--- src/rtl/core/dsa_pkg.sv ---
// Package with the sizes, types and codes shared by the decimal string adder.
package dsa_pkg;

    localparam int MAX_DIGITS = 256;
    localparam int SUM_DEPTH  = MAX_DIGITS + 2;
    localparam int DIG_AW     = $clog2(MAX_DIGITS);
    localparam int LEN_W      = $clog2(MAX_DIGITS + 1);
    localparam int SUM_AW     = $clog2(SUM_DEPTH);
    localparam int W_W        = $clog2(2 * MAX_DIGITS + 2);
    localparam int IDX_W      = W_W + 1;

    localparam logic [7:0] CHAR_ZERO  = 8'h30;
    localparam logic [7:0] CHAR_NINE  = 8'h39;
    localparam logic [7:0] CHAR_POINT = 8'h2E;

    localparam logic REQ_LOAD  = 1'b0;
    localparam logic REQ_FETCH = 1'b1;

    typedef logic [3:0]        t_digit;
    typedef logic [DIG_AW-1:0] t_dig_addr;
    typedef logic [LEN_W-1:0]  t_len;
    typedef logic [SUM_AW-1:0] t_sum_addr;
    typedef logic [W_W-1:0]    t_width;
    typedef logic [IDX_W-1:0]  t_idx;

    typedef enum logic [1:0] {
        PH_LOAD,
        PH_DIGIT,
        PH_POINT,
        PH_DONE
    } t_phase;

    typedef enum logic [2:0] {
        ST_IDLE,
        ST_LAYOUT,
        ST_ADD_RD,
        ST_ADD_WR,
        ST_FINISH,
        ST_EMIT,
        ST_OUT
    } t_state;

endpackage

--- src/rtl/core/dsa_if.sv ---
// Valid/ready channel interfaces for the request and result streams.
interface dsa_in_if;
    logic       valid;
    logic       ready;
    logic       req_type;
    logic       operand_sel;
    logic [7:0] char_code;
    logic       last_char;

    modport source (output valid, output req_type, output operand_sel,
                    output char_code, output last_char, input ready);
    modport sink (input valid, input req_type, input operand_sel,
                  input char_code, input last_char, output ready);
endinterface

interface dsa_out_if;
    logic       valid;
    logic       ready;
    logic [7:0] out_char;
    logic       out_last;
    logic       out_none;

    modport source (output valid, output out_char, output out_last,
                    output out_none, input ready);
    modport sink (input valid, input out_char, input out_last,
                  input out_none, output ready);
endinterface

--- src/rtl/core/dsa_ram.sv ---
// Simple dual-port RAM with one write port and one registered read port.
module dsa_ram #(
    parameter int DEPTH = 256,
    parameter int WIDTH = 4,
    parameter int AW    = $clog2(DEPTH)
) (
    input  logic             i_clk,
    input  logic             i_we,
    input  logic [AW-1:0]    i_waddr,
    input  logic [WIDTH-1:0] i_wdata,
    input  logic [AW-1:0]    i_raddr,
    output logic [WIDTH-1:0] o_rdata
);
    logic [WIDTH-1:0] r_mem [DEPTH];
    logic [WIDTH-1:0] r_rdata;

    always_ff @(posedge i_clk) begin
        if (i_we) begin
            r_mem[i_waddr] <= i_wdata;
        end
        r_rdata <= r_mem[i_raddr];
    end

    assign o_rdata = r_rdata;
endmodule

--- src/rtl/core/dsa_bcd_unit.sv ---
// One BCD digit adder with carry in and carry out, shared by every place.
module dsa_bcd_unit (
    input  dsa_pkg::t_digit i_a,
    input  dsa_pkg::t_digit i_b,
    input  logic            i_cin,
    output dsa_pkg::t_digit o_sum,
    output logic            o_cout
);
    logic [4:0] w_raw;

    assign w_raw  = {1'b0, i_a} + {1'b0, i_b} + {4'b0, i_cin};
    assign o_cout = (w_raw >= 5'd10);
    assign o_sum  = o_cout ? dsa_pkg::t_digit'(w_raw - 5'd10) : w_raw[3:0];
endmodule

--- src/rtl/core/decimal_string_adder.sv ---
// Top level of the decimal string adder: request decoding, add sequencer and result port.
//
// Load requests store one operand character each. The load that ends the second
// operand starts the addition: a layout state, then for each aligned digit place an
// operand store read, then the shared BCD adder and the sum store write, then a
// finishing state. The sum is W places wide, W being the larger integer part plus the
// larger fraction plus one. A fetch of a sum digit reads the sum store in ST_EMIT before
// ST_OUT, a fetch of the point or of no character goes straight to ST_OUT, and each
// result waits at the output until it is taken. Zero trimming is tracked during the
// digit walk, so no extra pass is needed. The stores need no clearing.
module decimal_string_adder (
    input logic      i_clk,
    input logic      i_rst_n,
    dsa_in_if.sink   i_in,
    dsa_out_if.source o_out
);
    dsa_pkg::t_state r_state, n_state;
    dsa_pkg::t_phase r_phase, n_phase;

    dsa_pkg::t_len      r_len1, n_len1, r_len2, n_len2;
    dsa_pkg::t_len      r_frac1, n_frac1, r_frac2, n_frac2;
    logic [1:0]         r_pt, n_pt;
    dsa_pkg::t_len      r_int1, n_int1, r_int2, n_int2;
    dsa_pkg::t_len      r_fmax, n_fmax;
    dsa_pkg::t_width    r_w, n_w, r_d, n_d, r_p, n_p;
    dsa_pkg::t_sum_addr r_fe, n_fe;
    logic               r_carry, n_carry;
    logic               r_v1, n_v1, r_v2, n_v2;
    dsa_pkg::t_sum_addr r_hi, n_hi, r_lo, n_lo;
    logic               r_hi_any, n_hi_any, r_lo_any, n_lo_any;
    dsa_pkg::t_sum_addr r_pos, n_pos, r_low, n_low;

    logic       r_out_valid, n_out_valid;
    logic [7:0] r_out_char, n_out_char;
    logic       r_out_last, n_out_last, r_out_none, n_out_none;

    logic w_acc, w_load, w_fetch, w_digit, w_pt_char;
    dsa_pkg::t_len   w_len, w_frac;
    logic [1:0]      w_pt;
    logic            w_bit;
    logic            w_we1, w_we2, w_swe;
    dsa_pkg::t_idx   w_idx1, w_idx2;
    dsa_pkg::t_digit w_rd1, w_rd2, w_srd, w_a, w_b, w_s;
    logic            w_cout;
    dsa_pkg::t_sum_addr w_q;
    dsa_pkg::t_len   w_imax;
    dsa_pkg::t_width w_wid;

    assign i_in.ready  = (r_state == dsa_pkg::ST_IDLE);
    assign w_acc       = i_in.valid && i_in.ready;
    assign w_load      = w_acc && (i_in.req_type == dsa_pkg::REQ_LOAD);
    assign w_fetch     = w_acc && (i_in.req_type == dsa_pkg::REQ_FETCH);
    assign w_digit     = (i_in.char_code >= dsa_pkg::CHAR_ZERO) &&
                         (i_in.char_code <= dsa_pkg::CHAR_NINE);
    assign w_pt_char   = (i_in.char_code == dsa_pkg::CHAR_POINT);

    // A load after an addition starts a new problem from cleared counters.
    always_comb begin
        logic fresh;
        fresh  = (r_phase != dsa_pkg::PH_LOAD);
        w_pt   = fresh ? 2'b00 : r_pt;
        w_len  = fresh ? '0 : (i_in.operand_sel ? r_len2 : r_len1);
        w_frac = fresh ? '0 : (i_in.operand_sel ? r_frac2 : r_frac1);
        w_bit  = w_pt[i_in.operand_sel];
    end

    assign w_we1 = w_load && w_digit && !i_in.operand_sel &&
                   (w_len < dsa_pkg::t_len'(dsa_pkg::MAX_DIGITS));
    assign w_we2 = w_load && w_digit && i_in.operand_sel &&
                   (w_len < dsa_pkg::t_len'(dsa_pkg::MAX_DIGITS));

    // Operand index of aligned place p: integer part - 1 + fmax - p.
    assign w_idx1 = dsa_pkg::t_idx'(r_int1) + dsa_pkg::t_idx'(r_fmax)
                  - dsa_pkg::t_idx'(r_p) - dsa_pkg::t_idx'(1);
    assign w_idx2 = dsa_pkg::t_idx'(r_int2) + dsa_pkg::t_idx'(r_fmax)
                  - dsa_pkg::t_idx'(r_p) - dsa_pkg::t_idx'(1);

    dsa_ram #(.DEPTH(dsa_pkg::MAX_DIGITS), .WIDTH(4)) u_ram_first (
        .i_clk(i_clk), .i_we(w_we1), .i_waddr(dsa_pkg::t_dig_addr'(w_len)),
        .i_wdata(dsa_pkg::t_digit'(i_in.char_code - dsa_pkg::CHAR_ZERO)),
        .i_raddr(dsa_pkg::t_dig_addr'(w_idx1)), .o_rdata(w_rd1)
    );

    dsa_ram #(.DEPTH(dsa_pkg::MAX_DIGITS), .WIDTH(4)) u_ram_second (
        .i_clk(i_clk), .i_we(w_we2), .i_waddr(dsa_pkg::t_dig_addr'(w_len)),
        .i_wdata(dsa_pkg::t_digit'(i_in.char_code - dsa_pkg::CHAR_ZERO)),
        .i_raddr(dsa_pkg::t_dig_addr'(w_idx2)), .o_rdata(w_rd2)
    );

    assign w_a = r_v1 ? w_rd1 : '0;
    assign w_b = r_v2 ? w_rd2 : '0;

    dsa_bcd_unit u_bcd (
        .i_a(w_a), .i_b(w_b), .i_cin(r_carry), .o_sum(w_s), .o_cout(w_cout)
    );

    assign w_q   = dsa_pkg::t_sum_addr'(r_p - r_d);
    assign w_swe = (r_state == dsa_pkg::ST_ADD_WR) && (r_p >= r_d);

    dsa_ram #(.DEPTH(dsa_pkg::SUM_DEPTH), .WIDTH(4)) u_ram_sum (
        .i_clk(i_clk), .i_we(w_swe), .i_waddr(w_q), .i_wdata(w_s),
        .i_raddr(r_pos), .o_rdata(w_srd)
    );

    assign w_imax = (r_int1 > r_int2) ? r_int1 : r_int2;
    assign w_wid  = dsa_pkg::t_width'(r_fmax) + dsa_pkg::t_width'(w_imax)
                  + dsa_pkg::t_width'(1);

    // Next state.
    always_comb begin
        n_state = r_state;
        unique case (r_state)
            dsa_pkg::ST_IDLE: begin
                if (w_load && i_in.last_char && i_in.operand_sel) begin
                    n_state = dsa_pkg::ST_LAYOUT;
                end else if (w_fetch) begin
                    n_state = (r_phase == dsa_pkg::PH_DIGIT) ? dsa_pkg::ST_EMIT
                                                             : dsa_pkg::ST_OUT;
                end
            end
            dsa_pkg::ST_LAYOUT: n_state = dsa_pkg::ST_ADD_RD;
            dsa_pkg::ST_ADD_RD: n_state = dsa_pkg::ST_ADD_WR;
            dsa_pkg::ST_ADD_WR: begin
                n_state = (r_p == r_w - dsa_pkg::t_width'(1)) ? dsa_pkg::ST_FINISH
                                                              : dsa_pkg::ST_ADD_RD;
            end
            dsa_pkg::ST_FINISH: n_state = dsa_pkg::ST_IDLE;
            dsa_pkg::ST_EMIT:   n_state = dsa_pkg::ST_OUT;
            dsa_pkg::ST_OUT: begin
                if (o_out.ready) begin
                    n_state = dsa_pkg::ST_IDLE;
                end
            end
            default: n_state = dsa_pkg::ST_IDLE;
        endcase
    end

    // Datapath and output updates.
    always_comb begin
        n_phase = r_phase;
        n_len1 = r_len1;  n_len2 = r_len2;
        n_frac1 = r_frac1; n_frac2 = r_frac2;
        n_pt = r_pt;
        n_int1 = r_int1; n_int2 = r_int2; n_fmax = r_fmax;
        n_w = r_w; n_d = r_d; n_p = r_p; n_fe = r_fe;
        n_carry = r_carry; n_v1 = r_v1; n_v2 = r_v2;
        n_hi = r_hi; n_lo = r_lo; n_hi_any = r_hi_any; n_lo_any = r_lo_any;
        n_pos = r_pos; n_low = r_low;
        n_out_valid = r_out_valid; n_out_char = r_out_char;
        n_out_last = r_out_last; n_out_none = r_out_none;
        unique case (r_state)
            dsa_pkg::ST_IDLE: begin
                if (w_load) begin
                    n_phase = dsa_pkg::PH_LOAD;
                    if (r_phase != dsa_pkg::PH_LOAD) begin
                        n_len1 = '0; n_len2 = '0; n_frac1 = '0; n_frac2 = '0;
                        n_pos = '0; n_low = '0; n_carry = 1'b0;
                    end
                    n_pt = w_pt;
                    if (w_pt_char) begin
                        n_pt[i_in.operand_sel] = 1'b1;
                    end else if (w_we1 || w_we2) begin
                        if (i_in.operand_sel) begin
                            n_len2  = w_len + dsa_pkg::t_len'(1);
                            n_frac2 = w_bit ? w_frac + dsa_pkg::t_len'(1) : w_frac;
                        end else begin
                            n_len1  = w_len + dsa_pkg::t_len'(1);
                            n_frac1 = w_bit ? w_frac + dsa_pkg::t_len'(1) : w_frac;
                        end
                    end
                end else if (w_fetch) begin
                    n_out_char = 8'h00;
                    n_out_last = 1'b0;
                    n_out_none = 1'b0;
                    if (r_phase == dsa_pkg::PH_POINT) begin
                        n_out_char  = dsa_pkg::CHAR_POINT;
                        n_phase     = dsa_pkg::PH_DIGIT;
                        n_out_valid = 1'b1;
                    end else if (r_phase != dsa_pkg::PH_DIGIT) begin
                        n_out_none  = 1'b1;
                        n_out_valid = 1'b1;
                    end
                end
            end
            dsa_pkg::ST_LAYOUT: begin
                n_int1 = r_len1 - r_frac1;
                n_int2 = r_len2 - r_frac2;
                n_fmax = (r_frac1 > r_frac2) ? r_frac1 : r_frac2;
                n_p = '0; n_carry = 1'b0;
                n_hi_any = 1'b0; n_lo_any = 1'b0;
            end
            dsa_pkg::ST_ADD_RD: begin
                if (r_p == '0) begin
                    n_w = w_wid;
                    n_d = (w_wid > dsa_pkg::t_width'(dsa_pkg::SUM_DEPTH)) ?
                          w_wid - dsa_pkg::t_width'(dsa_pkg::SUM_DEPTH) : '0;
                    n_fe = dsa_pkg::t_sum_addr'(dsa_pkg::t_width'(r_fmax) -
                          ((w_wid > dsa_pkg::t_width'(dsa_pkg::SUM_DEPTH)) ?
                           w_wid - dsa_pkg::t_width'(dsa_pkg::SUM_DEPTH) : '0));
                end
                n_v1 = !w_idx1[dsa_pkg::IDX_W-1] &&
                       (w_idx1 < dsa_pkg::t_idx'(r_len1));
                n_v2 = !w_idx2[dsa_pkg::IDX_W-1] &&
                       (w_idx2 < dsa_pkg::t_idx'(r_len2));
            end
            dsa_pkg::ST_ADD_WR: begin
                n_carry = w_cout;
                n_p = r_p + dsa_pkg::t_width'(1);
                if (w_swe && (w_s != '0)) begin
                    n_hi = w_q;
                    n_hi_any = 1'b1;
                    if (!r_lo_any) begin
                        n_lo = w_q;
                        n_lo_any = 1'b1;
                    end
                end
            end
            dsa_pkg::ST_FINISH: begin
                n_pos = (r_hi_any && r_hi > r_fe) ? r_hi : r_fe;
                n_low = (r_lo_any && r_lo < r_fe) ? r_lo : r_fe;
                n_phase = dsa_pkg::PH_DIGIT;
            end
            dsa_pkg::ST_EMIT: begin
                n_out_valid = 1'b1;
                n_out_char  = {4'h3, w_srd};
                if (r_pos <= r_low) begin
                    n_out_last = 1'b1;
                    n_phase = dsa_pkg::PH_DONE;
                end else begin
                    if (r_pos == r_fe) begin
                        n_phase = dsa_pkg::PH_POINT;
                    end
                    n_pos = r_pos - dsa_pkg::t_sum_addr'(1);
                end
            end
            dsa_pkg::ST_OUT: begin
                if (o_out.ready) begin
                    n_out_valid = 1'b0;
                end
            end
            default: ;
        endcase
    end

    always_ff @(posedge i_clk) begin
        if (!i_rst_n) begin
            r_state <= dsa_pkg::ST_IDLE;
            r_phase <= dsa_pkg::PH_LOAD;
            r_len1 <= '0; r_len2 <= '0; r_frac1 <= '0; r_frac2 <= '0;
            r_pt <= '0; r_carry <= 1'b0;
            r_pos <= '0; r_low <= '0;
            r_out_valid <= 1'b0;
        end else begin
            r_state <= n_state;
            r_phase <= n_phase;
            r_len1 <= n_len1; r_len2 <= n_len2;
            r_frac1 <= n_frac1; r_frac2 <= n_frac2;
            r_pt <= n_pt; r_carry <= n_carry;
            r_pos <= n_pos; r_low <= n_low;
            r_out_valid <= n_out_valid;
        end
    end

    always_ff @(posedge i_clk) begin
        r_int1 <= n_int1; r_int2 <= n_int2; r_fmax <= n_fmax;
        r_w <= n_w; r_d <= n_d; r_p <= n_p; r_fe <= n_fe;
        r_v1 <= n_v1; r_v2 <= n_v2;
        r_hi <= n_hi; r_lo <= n_lo; r_hi_any <= n_hi_any; r_lo_any <= n_lo_any;
        r_out_char <= n_out_char; r_out_last <= n_out_last; r_out_none <= n_out_none;
    end

    assign o_out.valid    = r_out_valid;
    assign o_out.out_char = r_out_char;
    assign o_out.out_last = r_out_last;
    assign o_out.out_none = r_out_none;
endmodule

--- src/flat_wrapper.sv ---
// flat-port wrapper written by rule: the top's interface ports become plain ports
module decimal_string_adder_flat 
  (i_clk, i_rst_n, i_in_valid, i_in_req_type, i_in_operand_sel, i_in_char_code, i_in_last_char, i_in_ready, o_out_valid, o_out_out_char, o_out_out_last, o_out_out_none, o_out_ready);
  dsa_in_if i_in_i ();
  dsa_out_if o_out_i ();
  input logic i_clk;
  input logic i_rst_n;
  input wire logic [$bits(i_in_i.valid)-1:0] i_in_valid;
  input wire logic [$bits(i_in_i.req_type)-1:0] i_in_req_type;
  input wire logic [$bits(i_in_i.operand_sel)-1:0] i_in_operand_sel;
  input wire logic [$bits(i_in_i.char_code)-1:0] i_in_char_code;
  input wire logic [$bits(i_in_i.last_char)-1:0] i_in_last_char;
  output wire logic [$bits(i_in_i.ready)-1:0] i_in_ready;
  output wire logic [$bits(o_out_i.valid)-1:0] o_out_valid;
  output wire logic [$bits(o_out_i.out_char)-1:0] o_out_out_char;
  output wire logic [$bits(o_out_i.out_last)-1:0] o_out_out_last;
  output wire logic [$bits(o_out_i.out_none)-1:0] o_out_out_none;
  input wire logic [$bits(o_out_i.ready)-1:0] o_out_ready;
  assign i_in_i.valid = i_in_valid;
  assign i_in_i.req_type = i_in_req_type;
  assign i_in_i.operand_sel = i_in_operand_sel;
  assign i_in_i.char_code = i_in_char_code;
  assign i_in_i.last_char = i_in_last_char;
  assign i_in_ready = i_in_i.ready;
  assign o_out_valid = o_out_i.valid;
  assign o_out_out_char = o_out_i.out_char;
  assign o_out_out_last = o_out_i.out_last;
  assign o_out_out_none = o_out_i.out_none;
  assign o_out_i.ready = o_out_ready;
  decimal_string_adder u_core (.i_clk(i_clk), .i_rst_n(i_rst_n), .i_in(i_in_i), .o_out(o_out_i));
endmodule
--- config.mk ---
export PLATFORM = sky130hd
export DESIGN_NAME = decimal_string_adder_flat
export DESIGN_NICKNAME = d
export VERILOG_FILES = /design/src/rtl/core/dsa_pkg.sv /design/src/rtl/core/dsa_if.sv /design/src/rtl/core/dsa_ram.sv /design/src/rtl/core/dsa_bcd_unit.sv /design/src/rtl/core/decimal_string_adder.sv /design/src/flat_wrapper.sv
export SDC_FILE = /design/constraint.sdc
export NUM_CORES = 2
export LEC_CHECK = 0
export BUFFER_PORTS_ARGS = -buffer_cell sky130_fd_sc_hd__clkbuf_2
export CORE_MARGIN = 3
export CORE_UTILIZATION = 50
export CTS_BUF_LIST = sky130_fd_sc_hd__clkbuf_2
export DETAILED_ROUTE_END_ITERATION = 8
export MAX_ROUTING_LAYER = met4
export PLACE_DENSITY = 0.63
export RECOVER_POWER = 50
export SLEW_MARGIN = 20
export SYNTH_ARGS = -nofsm -noshare
export SYNTH_HDL_FRONTEND = slang
export SYNTH_SLANG_ARGS = --single-unit
export TNS_END_PERCENT = 5
--- constraint.sdc ---
create_clock -name i_clk -period 17.8 [get_ports i_clk]
set_clock_uncertainty 0.1 [all_clocks]
set_input_delay 3.56 -clock i_clk [delete_from_list [all_inputs] [get_ports i_clk]]
set_output_delay 3.56 -clock i_clk [all_outputs]
set_load 0.01 [all_outputs]
==> flow_summary.yaml <==
run_status:
  outcome: "finished with violations"
  violations: "capacitance limit, slew limit"
power_and_ir_drop:
  swShare_pct: 29.37
  seq_power_share_pct: 54.8
  power_frac_clock_pct: 28.0
  ir_drop_mv: 0.3685
  combPwrFrac_pct: 17.2
  power.leakage_nw: 45.87
  switchingPower_w: 0.005063
  p_per_area_nw_per_um2: 119.3
  totalPowerFinal_w: 0.01724
  p_int_w: 0.01217
drt:
  remaining_drc_errors: 0
  drt-total-wl_um: 327000
  initialDrtViolationCount: 6708
  via_per_inst: 5.947
  dr.pass1.iters: 6
  detail_route.wl_per_cell_um: 28.09
  vias: 69230
  ant_nets: 0
sta:
  slew_violations: 2998
  fmax_mhz: 86.74
  setup_viol: 0
  slew_headroom_pct: -429.5
  layout_setup_ws_ns: 6.271
  setup_tns_ns: 0
  min_period_ns: 11.53
  final-hold-violation-count: 0
  tightest_slew_ns: 7.942
  rsz0062_at_grt: "no"
  post-route-period-util_pct: 64.77
cts:
  cts_made_buffers: 783
  clock_sinks: 3250
  cts-resized-gates: 0
  clk_latency_ns: 2.13
  cts-root-buf: "clkbuf_2"
  ctsHoldBuffers: 0
  clockBufferDepth: 4
  clk_pin_slew_ns: 0.08
  post-cts-setup-buffers: 0
  tritoncts: "done"
  cts_max_level: 6
worst_hold_path:
  min_from: "u_core.r_low[2]"
  hp-class: "reg2reg"
synth:
  synth_edf_count: 3175
  ys_seq_area_share_pct: 72.57
  yosys_most_used_dff: "edfxtp_1"
  yosys-top-cells-area: "edfxtp_1, mux4_2, nor2_1"
  synth.avg_cell_area_um2: 19.18
  yosys_warnings: 0
  synth_seq_cells: 3250
  synth_cell_types: 79
  synth_top_area_cell: "edfxtp_1"
  syn_inst: 6958
  async_reset_ff_share_pct: 0
  synth_top_cell_area_share_pct: 71.44
  syn_area_um2: 133400
worst_setup_path:
  cp-startpoint: "i_in_char_code[3]"
  start_kind: "primary input"
  endpoint: "u_core.u_ram_first.r_mem[190][3]"
  cp-end-kind: "register"
  worst_r2r_path_depth: 7
  r2r-end: "u_core.u_ram_sum.o_rdata[2]"
  cp_slowest_cell: "clkbuf_1"
  regToRegStartpoint: "u_core.r_pos[1]"
  crit_arrival_ns: 12.74
  cp.required_ns: 19.01
  slowest_delay_ns: 2.87
  critPathMostFrequentCell: "clkbuf_1"
  cp_max_fo: 70
  critPathKind: "in2reg"
  ff2ff_setup_slack_ns: 6.77
  crit_chain: "clkbuf_1 -> clkbuf_1 -> clkbuf_1 -> clkbuf_1"
placed_design:
  portBuffers: 24
  dp.cells: 10240
  place_hpwl_um: 197100
  place_ws_ns: 9.648
  place_congestion: 0.8385
grt:
  met2_usage_pct: 39.77
  top_usage_layer: "met2"
  grt_pass1_vias: 71750
  grt_pass1_wl_um: 480400
  grt_usage_pct: 24.66
  gr-usage-met3_pct: 4.632
  antenna_found_initial: 14
  grt-ovfl-total: 0
  gr-usage-met1_pct: 32.25
  grt_max_degree: 260
floorplan:
  core_region_area_um2: 265300
  die_area_um2: 273100
  row_count: 189
  io_pins: 27
  fp.dieH_um: 522.6
  die_w_um: 522.6
  initial_utilization_pct: 50.30
final_layout:
  drive_gt1_share_pct: 28.56
  syn_to_final_growth_pct: 8.236
  fin_nets: 7671
  layout.cells.non_filler: 11640
flow_run:
  maxCapViolCount: 51
flip-flops by register name, summed over array words and instances, names as in the netlist, 10 cells and up:
signal                     cells
u_core.u_ram_sum.r_mem      1032
u_core.u_ram_first.r_mem    1024
u_core.u_ram_second.r_mem   1024
u_core.r_d                    10
u_core.r_p                    10
u_core.r_w                    10
synthesized netlist by cell type, types with 60 or more instances:
cell / n
o21ai_0: 98
nor2b_1: 60
buf_1: 65
dfxtp_1: 75
clkbuf_1: 209
nand3_1: 85
nor2_1: 862
a21oi_1: 67
edfxtp_1: 3175
ha_1: 134
mux4_2: 944
buf_2: 98
xnor2_1: 63
nand2_1: 252
inv_1: 176
metrics by stage:
| stage | util [%] | hold WS, ns | instance area [µm²] |
|---|---|---|---|
| detailed placement | 51.87 | 0.3456 | 137600 |
| CTS | 54.57 | 0.3632 | 144800 |
| floorplan | - | 0.3250 | 133500 |
| global route | 54.44 | 0.4017 | 144400 |
| global placement | 51.87 | 0.3404 | 137600 |
| finish | 54.44 | 0.3592 | 144400 |
layout by cell type (no fill, tap or decap), drive strengths merged, types with 7 or more instances in the layout:
master    netlist  final
a211oi         22     22
a21o           45     45
a21oi          68     68
a221oi         15     15
a22o           12     12
a22oi          57     57
a31oi          24     24
and2           39     39
and3            8      8
buf           194     86
bufinv          0      8
clkbuf        210   1142
clkinv          0    267
clkinvlp        0      7
dfxtp          75     75
diode           0     17
edfxtp       3175   3175
fa             27     27
ha            134    134
inv           180    207
mux2i          52     52
mux4          944    944
nand2         252    252
nand2b         31     31
nand3         101    101
nand4          10     10
nor2          863    863
nor2b          60     60
nor3           31     31
nor3b           7      7
nor4           10     10
o21a            7      7
o21ai         102    102
o21bai          7      7
o221ai          8      8
o22ai          14     14
xnor2          63     63
xor2           40     40
worst max-delay path: cells and delay by family:
kind	cells	cell delay [ns]
buf+inv	4	8.96
per-layer routing:
| metal | up-vias | part of all wire [%] |
|---|---|---|
| met5 | - | 0 |
| met1 | 36220 | 40 |
| met3 | 472 | 7.2 |
| met4 | 0 | 2.5 |
| met2 | 3021 | 51 |
| li1 | 29520 | - |
worst min-delay path by stage:
stage | cells after the start | endpoint | slack [ns]
after global placement | 2 | u_core.r_low[4] | 0.34
after detailed placement | 2 | u_core.r_low[2] | 0.35
after CTS | 2 | u_core.r_low[2] | 0.36
final | 2 | u_core.r_low[2] | 0.36
after floorplan | 2 | u_core.r_low[1] | 0.33
after global routing | 2 | u_core.r_low[7] | 0.40
cells by family after synthesis:
kind of cell / Yosys count / synth area share [%]
AOI/OAI and AO/OA: 421 / 2.114
DFF: 3250 / 72.57
adders and majority gates: 161 / 1.661
xor gates and xnor gates: 103 / 0.6901
buffers and inverters: 584 / 1.883
other: 1 / 0.002810
and+or+nand+nor: 1436 / 4.708
muxes: 1002 / 16.37
power by group through the flow:
stage	Combinational [W]	Sequential (W)	Clock, W
6_report	0.00296	0.00945	0.00483
5_1_grt	0.00319	0.00947	0.00540
4_1_cts	0.00298	0.00936	0.00498
3_5_place_dp	0.00298	0.00954	0
3_3_place_gp	0.00290	0.00954	0
2_1_floorplan	0.00181	0.00977	0
cell type report:
type | count | area, µm²
clock inverters | 309 | 1784
clock buffers | 1073 | 5370
diodes | 17 | 42.54
well taps | 3533 | 4420
repair buffers | 155 | 1022
multi-input cells | 3125 | 34270
flip-flops and latches | 3250 | 96850
inverters | 180 | 676.9
fillers | 21080 | 120900
Note: power is estimated with default switching activity, not from simulation.
